==> src/rtl/core/vws_pkg.sv <==
// Shared constants and the item, report and divider request/response types for the vibration window statistics core.
`default_nettype none
package vws_pkg;

    localparam int SAMPLE_W    = 16;
    localparam int COUNT_BITS  = 16;
    localparam int CROSS_BITS  = 8;
    localparam int SUM_W       = SAMPLE_W + COUNT_BITS + 1;
    localparam int ELAPSED_W   = 22;
    localparam int TOTAL_W     = 16;
    localparam int CROSS_OUT_W = 8;
    localparam int CNT_EXT_W   = (COUNT_BITS > TOTAL_W) ? COUNT_BITS : TOTAL_W;
    localparam int CR_EXT_W    = (CROSS_BITS > CROSS_OUT_W) ? CROSS_BITS : CROSS_OUT_W;
    localparam int DIV_CNT_W   = $clog2(SUM_W + 1);

    localparam int Q_DEPTH = 4;
    localparam int Q_PTR_W = $clog2(Q_DEPTH);
    localparam int Q_CNT_W = $clog2(Q_DEPTH + 1);

    localparam logic [ELAPSED_W-1:0]  ELAPSED_MAX    = {ELAPSED_W{1'b1}};
    localparam logic [ELAPSED_W-1:0]  DEFAULT_WINDOW = ELAPSED_W'(10000);
    localparam logic [COUNT_BITS-1:0] COUNT_MAX      = {COUNT_BITS{1'b1}};
    localparam logic [CROSS_BITS-1:0] CROSS_MAX      = {CROSS_BITS{1'b1}};
    localparam logic [TOTAL_W-1:0]    TOTAL_MAX      = {TOTAL_W{1'b1}};
    localparam logic [CROSS_OUT_W-1:0] CROSS_OUT_MAX = {CROSS_OUT_W{1'b1}};

    localparam logic signed [SAMPLE_W-1:0] SAMPLE_MIN = {1'b1, {(SAMPLE_W-1){1'b0}}};
    localparam logic signed [SAMPLE_W-1:0] SAMPLE_MAX = {1'b0, {(SAMPLE_W-1){1'b1}}};

    localparam logic CMD_SAMPLE = 1'b0;
    localparam logic CMD_TICK   = 1'b1;

    localparam logic [1:0] AXIS_X = 2'd0;
    localparam logic [1:0] AXIS_Y = 2'd1;
    localparam logic [1:0] AXIS_Z = 2'd2;

    typedef struct packed {
        logic                       cmd;
        logic signed [SAMPLE_W-1:0] x;
        logic signed [SAMPLE_W-1:0] y;
        logic signed [SAMPLE_W-1:0] z;
    } item_t;

    typedef struct packed {
        logic [1:0]                 axis;
        logic signed [SAMPLE_W-1:0] max;
        logic signed [SAMPLE_W-1:0] min;
        logic signed [SAMPLE_W-1:0] mean;
        logic [CROSS_OUT_W-1:0]     crossings;
        logic [TOTAL_W-1:0]         total;
        logic                       last;
    } rpt_t;

    typedef struct packed {
        logic                  start;
        logic [SUM_W-1:0]      dividend;
        logic [COUNT_BITS-1:0] divisor;
    } div_req_t;

    typedef struct packed {
        logic                       done;
        logic signed [SAMPLE_W-1:0] quotient;
    } div_rsp_t;

endpackage
`default_nettype wire

==> src/rtl/core/vws_cmd_queue.sv <==
// Front end: input item queue that holds samples and ticks until the back end pops them.
`default_nettype none
module vws_cmd_queue (
    input  wire logic          clk,
    input  wire logic          rst_n,
    input  wire logic          push,
    input  wire vws_pkg::item_t push_item,
    output logic               full,
    input  wire logic          pop,
    output vws_pkg::item_t     head,
    output logic               head_valid
);

    vws_pkg::item_t                slot_reg [vws_pkg::Q_DEPTH];
    logic [vws_pkg::Q_PTR_W-1:0]   wr_ptr_reg;
    logic [vws_pkg::Q_PTR_W-1:0]   rd_ptr_reg;
    logic [vws_pkg::Q_CNT_W-1:0]   count_reg;
    logic                          do_push;
    logic                          do_pop;

    assign full       = (count_reg == vws_pkg::Q_CNT_W'(vws_pkg::Q_DEPTH));
    assign head_valid = (count_reg != '0);
    assign head       = slot_reg[rd_ptr_reg];
    assign do_push    = push && !full;
    assign do_pop     = pop && head_valid;

    always_ff @(posedge clk or negedge rst_n)
    begin
        if (!rst_n)
        begin
            wr_ptr_reg <= '0;
            rd_ptr_reg <= '0;
            count_reg  <= '0;
        end
        else
        begin
            if (do_push)
                wr_ptr_reg <= wr_ptr_reg + 1'b1;
            if (do_pop)
                rd_ptr_reg <= rd_ptr_reg + 1'b1;
            if (do_push && !do_pop)
                count_reg <= count_reg + 1'b1;
            else if (do_pop && !do_push)
                count_reg <= count_reg - 1'b1;
        end
    end

    always_ff @(posedge clk)
    begin
        if (do_push)
            slot_reg[wr_ptr_reg] <= push_item;
    end

endmodule
`default_nettype wire

==> src/rtl/core/vws_div.sv <==
// Iterative signed-by-unsigned divider, one quotient bit per cycle, truncating toward zero.
`default_nettype none
module vws_div (
    input  wire logic             clk,
    input  wire logic             rst_n,
    input  wire vws_pkg::div_req_t req,
    output vws_pkg::div_rsp_t     rsp
);

    localparam int SW = vws_pkg::SUM_W;
    localparam int CB = vws_pkg::COUNT_BITS;

    logic                          busy_reg;
    logic                          done_reg;
    logic [vws_pkg::DIV_CNT_W-1:0] cnt_reg;
    logic                          neg_reg;
    logic [SW-1:0]                 quo_reg;
    logic [CB-1:0]                 rem_reg;
    logic [CB-1:0]                 div_reg;
    logic [CB:0]                   rem_sh;
    logic [CB:0]                   rem_sub;
    logic                          fits;
    logic [SW-1:0]                 mag;
    logic [SW-1:0]                 q_fixed;

    assign mag     = req.dividend[SW-1] ? (~req.dividend + 1'b1) : req.dividend;
    assign rem_sh  = {rem_reg, quo_reg[SW-1]};
    assign rem_sub = rem_sh - {1'b0, div_reg};
    assign fits    = (rem_sh >= {1'b0, div_reg});
    assign q_fixed = neg_reg ? (~quo_reg + 1'b1) : quo_reg;

    assign rsp.done     = done_reg;
    assign rsp.quotient = q_fixed[vws_pkg::SAMPLE_W-1:0];

    always_ff @(posedge clk or negedge rst_n)
    begin
        if (!rst_n)
        begin
            busy_reg <= 1'b0;
            done_reg <= 1'b0;
            cnt_reg  <= '0;
        end
        else
        begin
            done_reg <= 1'b0;
            if (req.start)
            begin
                busy_reg <= 1'b1;
                cnt_reg  <= '0;
            end
            else if (busy_reg)
            begin
                cnt_reg <= cnt_reg + 1'b1;
                if (cnt_reg == vws_pkg::DIV_CNT_W'(SW - 1))
                begin
                    busy_reg <= 1'b0;
                    done_reg <= 1'b1;
                end
            end
        end
    end

    always_ff @(posedge clk)
    begin
        if (req.start)
        begin
            neg_reg <= req.dividend[SW-1];
            quo_reg <= mag;
            rem_reg <= '0;
            div_reg <= req.divisor;
        end
        else if (busy_reg)
        begin
            rem_reg <= fits ? rem_sub[CB-1:0] : rem_sh[CB-1:0];
            quo_reg <= {quo_reg[SW-2:0], fits};
        end
    end

endmodule
`default_nettype wire

==> src/rtl/core/vws_back.sv <==
// Back end: per-axis window statistics, tick timing and the window-close report sequencer.
`default_nettype none
module vws_back (
    input  wire logic                             clk,
    input  wire logic                             rst_n,
    input  wire logic                             cfg_we,
    input  wire logic [vws_pkg::ELAPSED_W-1:0]    cfg_wdata,
    input  wire vws_pkg::item_t                   head,
    input  wire logic                             head_valid,
    output logic                                  pop,
    output vws_pkg::div_req_t                     div_req,
    input  wire vws_pkg::div_rsp_t                div_rsp,
    output logic                                  rpt_push,
    output vws_pkg::rpt_t                         rpt,
    input  wire logic                             rpt_full
);

    localparam int SW = vws_pkg::SAMPLE_W;

    typedef enum logic [1:0] {ST_RUN, ST_START, ST_DIV, ST_EMIT} state_t;

    state_t                              state_reg, state_next;
    logic [1:0]                          axis_reg, axis_next;
    logic [vws_pkg::ELAPSED_W-1:0]       window_reg, window_next;
    logic [vws_pkg::ELAPSED_W-1:0]       elapsed_reg, elapsed_next;
    logic [vws_pkg::COUNT_BITS-1:0]      count_reg, count_next;
    logic                                have_reg, have_next;
    logic signed [SW-1:0]                mean_reg, mean_next;
    logic signed [SW-1:0]                max_reg [3];
    logic signed [SW-1:0]                max_next [3];
    logic signed [SW-1:0]                min_reg [3];
    logic signed [SW-1:0]                min_next [3];
    logic signed [vws_pkg::SUM_W-1:0]    sum_reg [3];
    logic signed [vws_pkg::SUM_W-1:0]    sum_next [3];
    logic [vws_pkg::CROSS_BITS-1:0]      cross_reg [3];
    logic [vws_pkg::CROSS_BITS-1:0]      cross_next [3];
    logic signed [SW-1:0]                prior_reg [3];
    logic signed [SW-1:0]                prior_next [3];
    logic signed [SW-1:0]                last_reg [3];
    logic signed [SW-1:0]                last_next [3];

    logic signed [SW-1:0]                s [3];
    logic [vws_pkg::ELAPSED_W-1:0]       limit;
    logic [vws_pkg::ELAPSED_W-1:0]       el_inc;
    logic                                count_open;
    logic [vws_pkg::CNT_EXT_W-1:0]       cnt_ext;
    logic [vws_pkg::CR_EXT_W-1:0]        cr_ext;

    assign s[0] = head.x;
    assign s[1] = head.y;
    assign s[2] = head.z;

    assign limit      = (window_reg == '0) ? vws_pkg::DEFAULT_WINDOW : window_reg;
    assign el_inc     = (elapsed_reg == vws_pkg::ELAPSED_MAX) ? elapsed_reg
                                                              : elapsed_reg + 1'b1;
    assign count_open = (count_reg != vws_pkg::COUNT_MAX);

    // Report fields for the axis under close
    assign cnt_ext       = vws_pkg::CNT_EXT_W'(count_reg);
    assign cr_ext        = vws_pkg::CR_EXT_W'(cross_reg[axis_reg]);
    assign rpt.axis      = axis_reg;
    assign rpt.max       = max_reg[axis_reg];
    assign rpt.min       = min_reg[axis_reg];
    assign rpt.mean      = mean_reg;
    assign rpt.crossings = (cr_ext > vws_pkg::CR_EXT_W'(vws_pkg::CROSS_OUT_MAX))
                           ? vws_pkg::CROSS_OUT_MAX : cr_ext[vws_pkg::CROSS_OUT_W-1:0];
    assign rpt.total     = (cnt_ext > vws_pkg::CNT_EXT_W'(vws_pkg::TOTAL_MAX))
                           ? vws_pkg::TOTAL_MAX : cnt_ext[vws_pkg::TOTAL_W-1:0];
    assign rpt.last      = (axis_reg == vws_pkg::AXIS_Z);

    assign div_req.start    = (state_reg == ST_START);
    assign div_req.dividend = sum_reg[axis_reg];
    assign div_req.divisor  = count_reg;

    always_comb
    begin
        state_next   = state_reg;
        axis_next    = axis_reg;
        window_next  = cfg_we ? cfg_wdata : window_reg;
        elapsed_next = elapsed_reg;
        count_next   = count_reg;
        have_next    = have_reg;
        mean_next    = mean_reg;
        max_next     = max_reg;
        min_next     = min_reg;
        sum_next     = sum_reg;
        cross_next   = cross_reg;
        prior_next   = prior_reg;
        last_next    = last_reg;
        pop          = 1'b0;
        rpt_push     = 1'b0;

        case (state_reg)
            ST_RUN:
            begin
                if (head_valid)
                begin
                    pop = 1'b1;
                    if (head.cmd == vws_pkg::CMD_SAMPLE)
                    begin
                        for (int a = 0; a < 3; a++)
                        begin
                            if (s[a] > max_reg[a])
                                max_next[a] = s[a];
                            if (s[a] < min_reg[a])
                                min_next[a] = s[a];
                            if (count_open)
                                sum_next[a] = sum_reg[a]
                                    + {{(vws_pkg::SUM_W-SW){s[a][SW-1]}}, s[a]};
                            if (((last_reg[a] < prior_reg[a]) && (s[a] > prior_reg[a])) ||
                                ((last_reg[a] > prior_reg[a]) && (s[a] < prior_reg[a])))
                            begin
                                if (cross_reg[a] != vws_pkg::CROSS_MAX)
                                    cross_next[a] = cross_reg[a] + 1'b1;
                            end
                            last_next[a] = s[a];
                        end
                        if (count_open)
                            count_next = count_reg + 1'b1;
                        have_next = 1'b1;
                    end
                    else
                    begin
                        elapsed_next = el_inc;
                        if (el_inc > limit)
                        begin
                            elapsed_next = '0;
                            if (have_reg)
                            begin
                                axis_next  = vws_pkg::AXIS_X;
                                state_next = ST_START;
                            end
                        end
                    end
                end
            end

            ST_START:
            begin
                state_next = ST_DIV;
            end

            ST_DIV:
            begin
                if (div_rsp.done)
                begin
                    mean_next  = div_rsp.quotient;
                    state_next = ST_EMIT;
                end
            end

            ST_EMIT:
            begin
                if (!rpt_full)
                begin
                    rpt_push             = 1'b1;
                    prior_next[axis_reg] = mean_reg;
                    if (axis_reg == vws_pkg::AXIS_Z)
                    begin
                        for (int a = 0; a < 3; a++)
                        begin
                            max_next[a]   = vws_pkg::SAMPLE_MIN;
                            min_next[a]   = vws_pkg::SAMPLE_MAX;
                            sum_next[a]   = '0;
                            cross_next[a] = '0;
                        end
                        count_next = '0;
                        have_next  = 1'b0;
                        state_next = ST_RUN;
                    end
                    else
                    begin
                        axis_next  = axis_reg + 1'b1;
                        state_next = ST_START;
                    end
                end
            end

            default:
            begin
                state_next = ST_RUN;
            end
        endcase
    end

    always_ff @(posedge clk or negedge rst_n)
    begin
        if (!rst_n)
        begin
            state_reg   <= ST_RUN;
            axis_reg    <= vws_pkg::AXIS_X;
            window_reg  <= vws_pkg::DEFAULT_WINDOW;
            elapsed_reg <= '0;
            count_reg   <= '0;
            have_reg    <= 1'b0;
            mean_reg    <= '0;
            for (int a = 0; a < 3; a++)
            begin
                max_reg[a]   <= vws_pkg::SAMPLE_MIN;
                min_reg[a]   <= vws_pkg::SAMPLE_MAX;
                sum_reg[a]   <= '0;
                cross_reg[a] <= '0;
                prior_reg[a] <= '0;
                last_reg[a]  <= '0;
            end
        end
        else
        begin
            state_reg   <= state_next;
            axis_reg    <= axis_next;
            window_reg  <= window_next;
            elapsed_reg <= elapsed_next;
            count_reg   <= count_next;
            have_reg    <= have_next;
            mean_reg    <= mean_next;
            max_reg     <= max_next;
            min_reg     <= min_next;
            sum_reg     <= sum_next;
            cross_reg   <= cross_next;
            prior_reg   <= prior_next;
            last_reg    <= last_next;
        end
    end

endmodule
`default_nettype wire

==> src/rtl/core/vws_rpt_queue.sv <==
// Result queue holding per-axis reports until the consumer pops them.
`default_nettype none
module vws_rpt_queue (
    input  wire logic          clk,
    input  wire logic          rst_n,
    input  wire logic          push,
    input  wire vws_pkg::rpt_t push_rpt,
    output logic               full,
    input  wire logic          pop,
    output vws_pkg::rpt_t      head,
    output logic               empty
);

    vws_pkg::rpt_t                 slot_reg [vws_pkg::Q_DEPTH];
    logic [vws_pkg::Q_PTR_W-1:0]   wr_ptr_reg;
    logic [vws_pkg::Q_PTR_W-1:0]   rd_ptr_reg;
    logic [vws_pkg::Q_CNT_W-1:0]   count_reg;
    logic                          do_push;
    logic                          do_pop;

    assign full    = (count_reg == vws_pkg::Q_CNT_W'(vws_pkg::Q_DEPTH));
    assign empty   = (count_reg == '0);
    assign head    = slot_reg[rd_ptr_reg];
    assign do_push = push && !full;
    assign do_pop  = pop && !empty;

    always_ff @(posedge clk or negedge rst_n)
    begin
        if (!rst_n)
        begin
            wr_ptr_reg <= '0;
            rd_ptr_reg <= '0;
            count_reg  <= '0;
        end
        else
        begin
            if (do_push)
                wr_ptr_reg <= wr_ptr_reg + 1'b1;
            if (do_pop)
                rd_ptr_reg <= rd_ptr_reg + 1'b1;
            if (do_push && !do_pop)
                count_reg <= count_reg + 1'b1;
            else if (do_pop && !do_push)
                count_reg <= count_reg - 1'b1;
        end
    end

    always_ff @(posedge clk)
    begin
        if (do_push)
            slot_reg[wr_ptr_reg] <= push_rpt;
    end

endmodule
`default_nettype wire

==> src/rtl/core/vibration_window_stats_core.sv <==
// Top level of the vibration window statistics core: front queue, back end, divider, result queue.
// Order: a sample or tick is taken up by the back end from the head of the front queue;
//   a closing tick steps it through ST_START, ST_DIV and ST_EMIT, which pushes the first report.
// Throughput: one sample or non-closing tick per cycle while the back end is in ST_RUN.
//   A window close holds the back end while the one-bit-per-cycle divider, shared by the
//   three axes, works each axis in turn; items queue in front meanwhile and full rises.
// Reset: rst_n asynchronous, active low; clears both queues, the statistics to their empty
//   window values, the prior means and last samples to zero, and window_ms to 10000.
`default_nettype none
module vibration_window_stats_core (
    input  wire logic        clk,
    input  wire logic        rst_n,
    // configuration
    input  wire logic        window_ms_we,
    input  wire logic [21:0] window_ms_wdata,
    // input transactions
    input  wire logic        push,
    output logic             full,
    input  wire logic        cmd,
    input  wire logic signed [15:0] x_sample,
    input  wire logic signed [15:0] y_sample,
    input  wire logic signed [15:0] z_sample,
    // result transactions
    output logic             empty,
    input  wire logic        pop,
    output logic [1:0]       axis,
    output logic signed [15:0] axis_max,
    output logic signed [15:0] axis_min,
    output logic signed [15:0] axis_mean,
    output logic [7:0]       crossings,
    output logic [15:0]      sample_total,
    output logic             last_of_report
);

    vws_pkg::item_t    in_item;
    vws_pkg::item_t    head_item;
    logic              head_valid;
    logic              back_pop;
    vws_pkg::div_req_t div_req;
    vws_pkg::div_rsp_t div_rsp;
    logic              rpt_push;
    vws_pkg::rpt_t     rpt_in;
    logic              rpt_full;
    vws_pkg::rpt_t     rpt_head;

    // Pack the incoming transaction; the tag in cmd steers it in the back end
    assign in_item.cmd = cmd;
    assign in_item.x   = x_sample;
    assign in_item.y   = y_sample;
    assign in_item.z   = z_sample;

    // Front: absorb items while the back end is busy closing a window
    vws_cmd_queue u_front (
        .clk        (clk),
        .rst_n      (rst_n),
        .push       (push),
        .push_item  (in_item),
        .full       (full),
        .pop        (back_pop),
        .head       (head_item),
        .head_valid (head_valid)
    );

    // Back: update statistics per sample, time the window on ticks, sequence the reports
    vws_back u_back (
        .clk        (clk),
        .rst_n      (rst_n),
        .cfg_we     (window_ms_we),
        .cfg_wdata  (window_ms_wdata),
        .head       (head_item),
        .head_valid (head_valid),
        .pop        (back_pop),
        .div_req    (div_req),
        .div_rsp    (div_rsp),
        .rpt_push   (rpt_push),
        .rpt        (rpt_in),
        .rpt_full   (rpt_full)
    );

    // Mean of each axis: sum over sample count, one quotient bit per cycle
    vws_div u_div (
        .clk   (clk),
        .rst_n (rst_n),
        .req   (div_req),
        .rsp   (div_rsp)
    );

    // Hold reports so a stalled consumer never blocks the front queue directly
    vws_rpt_queue u_results (
        .clk      (clk),
        .rst_n    (rst_n),
        .push     (rpt_push),
        .push_rpt (rpt_in),
        .full     (rpt_full),
        .pop      (pop),
        .head     (rpt_head),
        .empty    (empty)
    );

    assign axis           = rpt_head.axis;
    assign axis_max       = rpt_head.max;
    assign axis_min       = rpt_head.min;
    assign axis_mean      = rpt_head.mean;
    assign crossings      = rpt_head.crossings;
    assign sample_total   = rpt_head.total;
    assign last_of_report = rpt_head.last;

endmodule
`default_nettype wire
==> config.mk <==
export PLATFORM = sky130hd
export DESIGN_NAME = vibration_window_stats_core
export DESIGN_NICKNAME = d
export VERILOG_FILES = /design/src/rtl/core/vws_pkg.sv /design/src/rtl/core/vws_cmd_queue.sv /design/src/rtl/core/vws_div.sv /design/src/rtl/core/vws_back.sv /design/src/rtl/core/vws_rpt_queue.sv /design/src/rtl/core/vibration_window_stats_core.sv
export SDC_FILE = /design/constraint.sdc
export NUM_CORES = 2
export LEC_CHECK = 0
export BUFFER_PORTS_ARGS = -buffer_cell sky130_fd_sc_hd__clkbuf_2
export CORE_UTILIZATION = 47
export DETAILED_ROUTE_END_ITERATION = 16
export SLEW_MARGIN = 20
export SYNTH_ARGS = -nofsm -noshare
export SYNTH_HDL_FRONTEND = slang
export SYNTH_SLANG_ARGS = --single-unit
==> constraint.sdc <==
create_clock -name clk -period 5.05 [get_ports clk]
set_clock_uncertainty 0.1 [all_clocks]
set_input_delay 0.505 -clock clk [delete_from_list [all_inputs] [get_ports clk]]
set_output_delay 0.505 -clock clk [all_outputs]
set_load 0.1 [all_outputs]
==> report_table.html <==
<table>
<tr><th>Metric</th><th>Value</th></tr>
<tr><th colspan="2">Route</th></tr>
<tr><td>Routed wire length per instance</td><td>between 20 and 25 um</td></tr>
<tr><td>Drt initial violations</td><td>about 2.7k</td></tr>
<tr><td>DRC errors left</td><td>0</td></tr>
<tr><td>Vias after detailed routing</td><td>34.04k</td></tr>
<tr><td>DRT Wirelength</td><td>132.6 mm</td></tr>
<tr><td>Routed Antenna Nets</td><td>0</td></tr>
<tr><td>Pre-Repair DR Iteration Count</td><td>7</td></tr>
<tr><td>Mean number of vias per cell</td><td>between 5 and 6</td></tr>
<tr><th colspan="2">Synth</th></tr>
<tr><td>Library cell with the largest summed area after synthesis</td><td>sky130_fd_sc_hd__edfxtp_1</td></tr>
<tr><td>Most used standard cell by instance count after synthesis</td><td>sky130_fd_sc_hd__edfxtp_1</td></tr>
<tr><td>Commonest cells in the netlist</td><td>sky130_fd_sc_hd__edfxtp_1 (546), sky130_fd_sc_hd__nand2_1 (406), sky130_fd_sc_hd__dfrtp_1 (365), sky130_fd_sc_hd__ha_1 (349), sky130_fd_sc_hd__o21ai_0 (261)</td></tr>
<tr><td>Ys Warns</td><td>0</td></tr>
<tr><td>Mean instance size in the synthesized netlist</td><td>~12 um2</td></tr>
<tr><td>Number of instances in the synthesized netlist</td><td>4167</td></tr>
<tr><td>Sequential share of the synthesized area</td><td>53.50%</td></tr>
<tr><td>Net count after synthesis</td><td>4598</td></tr>
<tr><td>Post-synthesis async set-or-reset flop share</td><td>a little over two fifths</td></tr>
<tr><td>Synthesized cell area</td><td>50930 um2</td></tr>
<tr><td>EDFF count, synth</td><td>546</td></tr>
<tr><td>Register bit total from synthesis</td><td>980</td></tr>
<tr><td>Distinct cell type count of the synthesized netlist</td><td>88</td></tr>
<tr><td>Leading cell types by total area after synthesis</td><td>sky130_fd_sc_hd__edfxtp_1 (32%), sky130_fd_sc_hd__dfrtp_1 (18%), sky130_fd_sc_hd__ha_1 (8.6%)</td></tr>
<tr><td>Proportion of netlist area held by the largest area contributor</td><td>32.20%</td></tr>
<tr><td>Dominant register cell in the synthesized netlist</td><td>sky130_fd_sc_hd__edfxtp_1</td></tr>
<tr><th colspan="2">Layout</th></tr>
<tr><td>Area occupied by registers</td><td>27260 um2</td></tr>
<tr><td>Flip-flop count of the largest register, all copies and words added</td><td>300</td></tr>
<tr><td>Count of filler cells inserted in the layout</td><td>9108</td></tr>
<tr><td>Total area of multi-input combinational cells</td><td>22140 um2</td></tr>
<tr><td>Layout-stage area growth over the synthesis result</td><td>14.06%</td></tr>
<tr><td>Share of cells above drive strength 1</td><td>between 10% and 20%</td></tr>
<tr><td># nets final</td><td>roughly 4.9k</td></tr>
<tr><td>Post-layout util</td><td>54.18%</td></tr>
<tr><th colspan="2">Clock network</th></tr>
<tr><td>Clock tree from TritonCTS</td><td>built</td></tr>
<tr><td>CTS H-Tree Depth</td><td>3</td></tr>
<tr><td>CTS sink count</td><td>980</td></tr>
<tr><td>Clock latency on the worst-skew pair</td><td>0.71 ns</td></tr>
<tr><td>Cts bufs inserted</td><td>105</td></tr>
<tr><td>Clock tree buffer depth</td><td>3</td></tr>
<tr><td>Clock transition at the registers of the reported paths</td><td>0.06 ns</td></tr>
<tr><td>CTS root buf</td><td>sky130_fd_sc_hd__clkbuf_16</td></tr>
<tr><td>Postcts setup bufs</td><td>0</td></tr>
<tr><th colspan="2">Setup path</th></tr>
<tr><td>Type of element launching the critical path</td><td>flip-flop</td></tr>
<tr><td>Sort of element at the end of the critical path</td><td>flip-flop</td></tr>
<tr><td>Data arrival time of the critical path</td><td>around 5.1 ns</td></tr>
<tr><td>Startpoint of the most critical register-to-register path</td><td>u_front.rd_ptr_reg[0]</td></tr>
<tr><td>Max Fanout on Critical Path</td><td>14</td></tr>
<tr><td>Setup crit start</td><td>u_front.rd_ptr_reg[0]</td></tr>
<tr><td>Required time at the endpoint of the critical path</td><td>5.50 ns</td></tr>
<tr><td>Path type of the worst setup path</td><td>reg -&gt; reg</td></tr>
<tr><th colspan="2">STA</th></tr>
<tr><td>RSZ-0062 raised after global routing</td><td>no</td></tr>
<tr><td>Slew at the pin closest to its max-slew limit</td><td>roughly 0.95 ns</td></tr>
<tr><td>Worst max-slew margin expressed relative to the limit</td><td>36.34%</td></tr>
<tr><td>Share of the clock period used by the worst path</td><td>between 90% and 100%</td></tr>
<tr><td>Aggregate negative setup slack</td><td>0 ns</td></tr>
<tr><td>Hold violation count in the final report</td><td>0</td></tr>
<tr><td>Fmax</td><td>0.2131 GHz</td></tr>
<tr><td>Final Max Slew Viols</td><td>0</td></tr>
<tr><td>Shortest clock period the worst path allows after layout</td><td>4.693 ns</td></tr>
<tr><td>Number of setup violations in the final report</td><td>0</td></tr>
<tr><th colspan="2">Floorplanning</th></tr>
<tr><td>Starting density of the core</td><td>47.50%</td></tr>
<tr><td>Die X</td><td>between 300 and 400 um</td></tr>
<tr><td>Number of placed I/O pins</td><td>153</td></tr>
<tr><td>Row Count</td><td>120</td></tr>
<tr><td>Area of the core</td><td>107200 um2</td></tr>
<tr><td>Die Y</td><td>331.2 um</td></tr>
<tr><td>Total Die Area</td><td>109700 um2</td></tr>
<tr><th colspan="2">Hold path</th></tr>
<tr><td>Origin of the worst min-delay path</td><td>push</td></tr>
<tr><td>Worst hold-check path type</td><td>in -&gt; reg</td></tr>
<tr><th colspan="2">Pwr</th></tr>
<tr><td>Worst supply voltage drop on vdd</td><td>0.0004243 V</td></tr>
<tr><td>Leakage power</td><td>23.37 nW</td></tr>
<tr><td>Power Dens Cells</td><td>723.9 nW/um2</td></tr>
<tr><th colspan="2">GRT</th></tr>
<tr><td>Initial antenna violation count</td><td>5</td></tr>
<tr><td>Total global routing overflow</td><td>0</td></tr>
<tr><td>First-pass GRT wire length</td><td>203.8 mm</td></tr>
<tr><td>Global-route usage over all layers</td><td>~25%</td></tr>
<tr><td>Maximum number of pins on one net before global-route repair</td><td>between 100 and 150</td></tr>
<tr><td>Via count of the first global-routing pass</td><td>33.93k</td></tr>
<tr><th colspan="2">Placed design</th></tr>
<tr><td>Count of buffers from port buffering</td><td>152</td></tr>
<tr><td>Placer congestion estimate</td><td>0.8865</td></tr>
<tr><td>Half-perimeter wire length after placement</td><td>92.41 mm</td></tr>
<tr><th colspan="2">Flow run</th></tr>
<tr><td>Maximum capacitance violations</td><td>0</td></tr>
<tr><th colspan="2">Run status</th></tr>
<tr><td>Status</td><td>completed</td></tr>
</table>
-- worst max-delay path: stages (launching register included) --
cell and delay (ns):
sky130_fd_sc_hd__dfrtp_4 0.56, sky130_fd_sc_hd__buf_12 0.21, sky130_fd_sc_hd__mux4_2 0.59, sky130_fd_sc_hd__fa_1 0.50, sky130_fd_sc_hd__a211oi_1 0.45, sky130_fd_sc_hd__o211ai_2 0.16
sky130_fd_sc_hd__a31oi_1 0.48, sky130_fd_sc_hd__o31ai_2 0.18, sky130_fd_sc_hd__a41oi_2 0.33, sky130_fd_sc_hd__a21oi_1 0.16, sky130_fd_sc_hd__a221oi_1 0.35, sky130_fd_sc_hd__xnor2_1 0.18
sky130_fd_sc_hd__mux2i_1 0.21, sky130_fd_sc_hd__o21ai_1 0.07
-- power breakdown --
group	leakage (nW)	internal (mW)	total [mW]	switching, mW
Clock	1.70	4.52	7.80	3.29
Combinational	11.7	8.87	22.2	13.4
Sequential	9.95	10.6	12.0	1.43
Total	23.4	24.0	42.0	18.1
-- worst paths after layout --
path | slack, ns | cells after the start | end
worst max-delay path | 0.36 | 13 | u_back.sum_reg[98]
worst min-delay path | 0.26 | 3 | u_front.wr_ptr_reg[0]
worst max register to register | 0.36 | 13 | u_back.sum_reg[98]
worst min register to register | 0.36 | 2 | u_div.rem_reg[15]
max in group asynchronous | 3.32 | 3 | u_front.rd_ptr_reg[0]
min in group asynchronous | 0.28 | 2 | u_back.cnt_ext[11]
-- routing by layer --
metal  part of all wire [%]  GRT usage (%)  up-vias
met3                    5.7          4.640      213
met4                    3.3          8.037        2
met1                     45          33.63    16860
met2                     46          39.27      813
li1                       -              -    16150
met5                 0.0098              0        -
-- timing repair --
item / 4_1_cts / 5_1_grt
resized for setup: 0 / 4
setup endpoints to repair: 0 / 26
hold buffers: 73 / 0
hold endpoints to repair: 293 / 0
-- through the flow --
step	total power, mW	worst slack, ns	instance area, um2	hold slack, ns	cells
final	42.05	0.3568	58080	0.2623	5945
after detailed placement	34.23	0.1488	53810	0.3456	5672
after CTS	42.18	0.1279	58050	0.2273	5941
after global placement	33.93	0.2334	53810	0.3467	5672
after floorplan	28.23	0.4448	50930	0.1094	4167
after global routing	45.00	0.03099	58080	0.2573	5942
-- kinds of logic (layout without fill, tap and decap cells) --
family          Yosys count  after routing  synth area share (%)
flops                   980            980                 53.50
simple gates            957            957                 8.889
compound gates          939            939                 12.27
buf+inv                 406            777                 3.189
mux                     361            361                 10.44
fa+ha+maj               355            355                 8.811
xor+xnor                169            169                 2.907
other cells               0              4                     0
-- cell type report --
type                       count  area share (%)
sequential                   980           46.93
inverter                     246           1.590
clock inverter                41          0.7862
antenna                        4         0.01723
clock buffer                 155           5.265
multi-input combinational   2781           38.12
tap                         1403           3.022
timing repair buffer         335           4.272
-- placed cells by master (no fill, tap or decap), drive strengths merged, types with 16 or more instances in the layout --
cell,count
and2,18
o31ai,47
o211ai,19
clkinv,26
nand3,58
dfxtp,16
mux2i,117
nor3,52
o21a,55
nand4,64
edfxtp,546
a21oi,172
mux4,124
ha,349
a211oi,35
a21o,99
dfstp,53
mux2,120
nand2,406
inv,246
o21ai,272
nor4,19
xor2,65
or3,16
and3,34
o22a,46
nand2b,28
dfrtp,365
xnor2,104
nor2b,40
nor2,173
a31oi,18
dlygate4sd3,73
a22o,58
buf,111
clkbuf,306
Power figures use the tool's default switching activity.
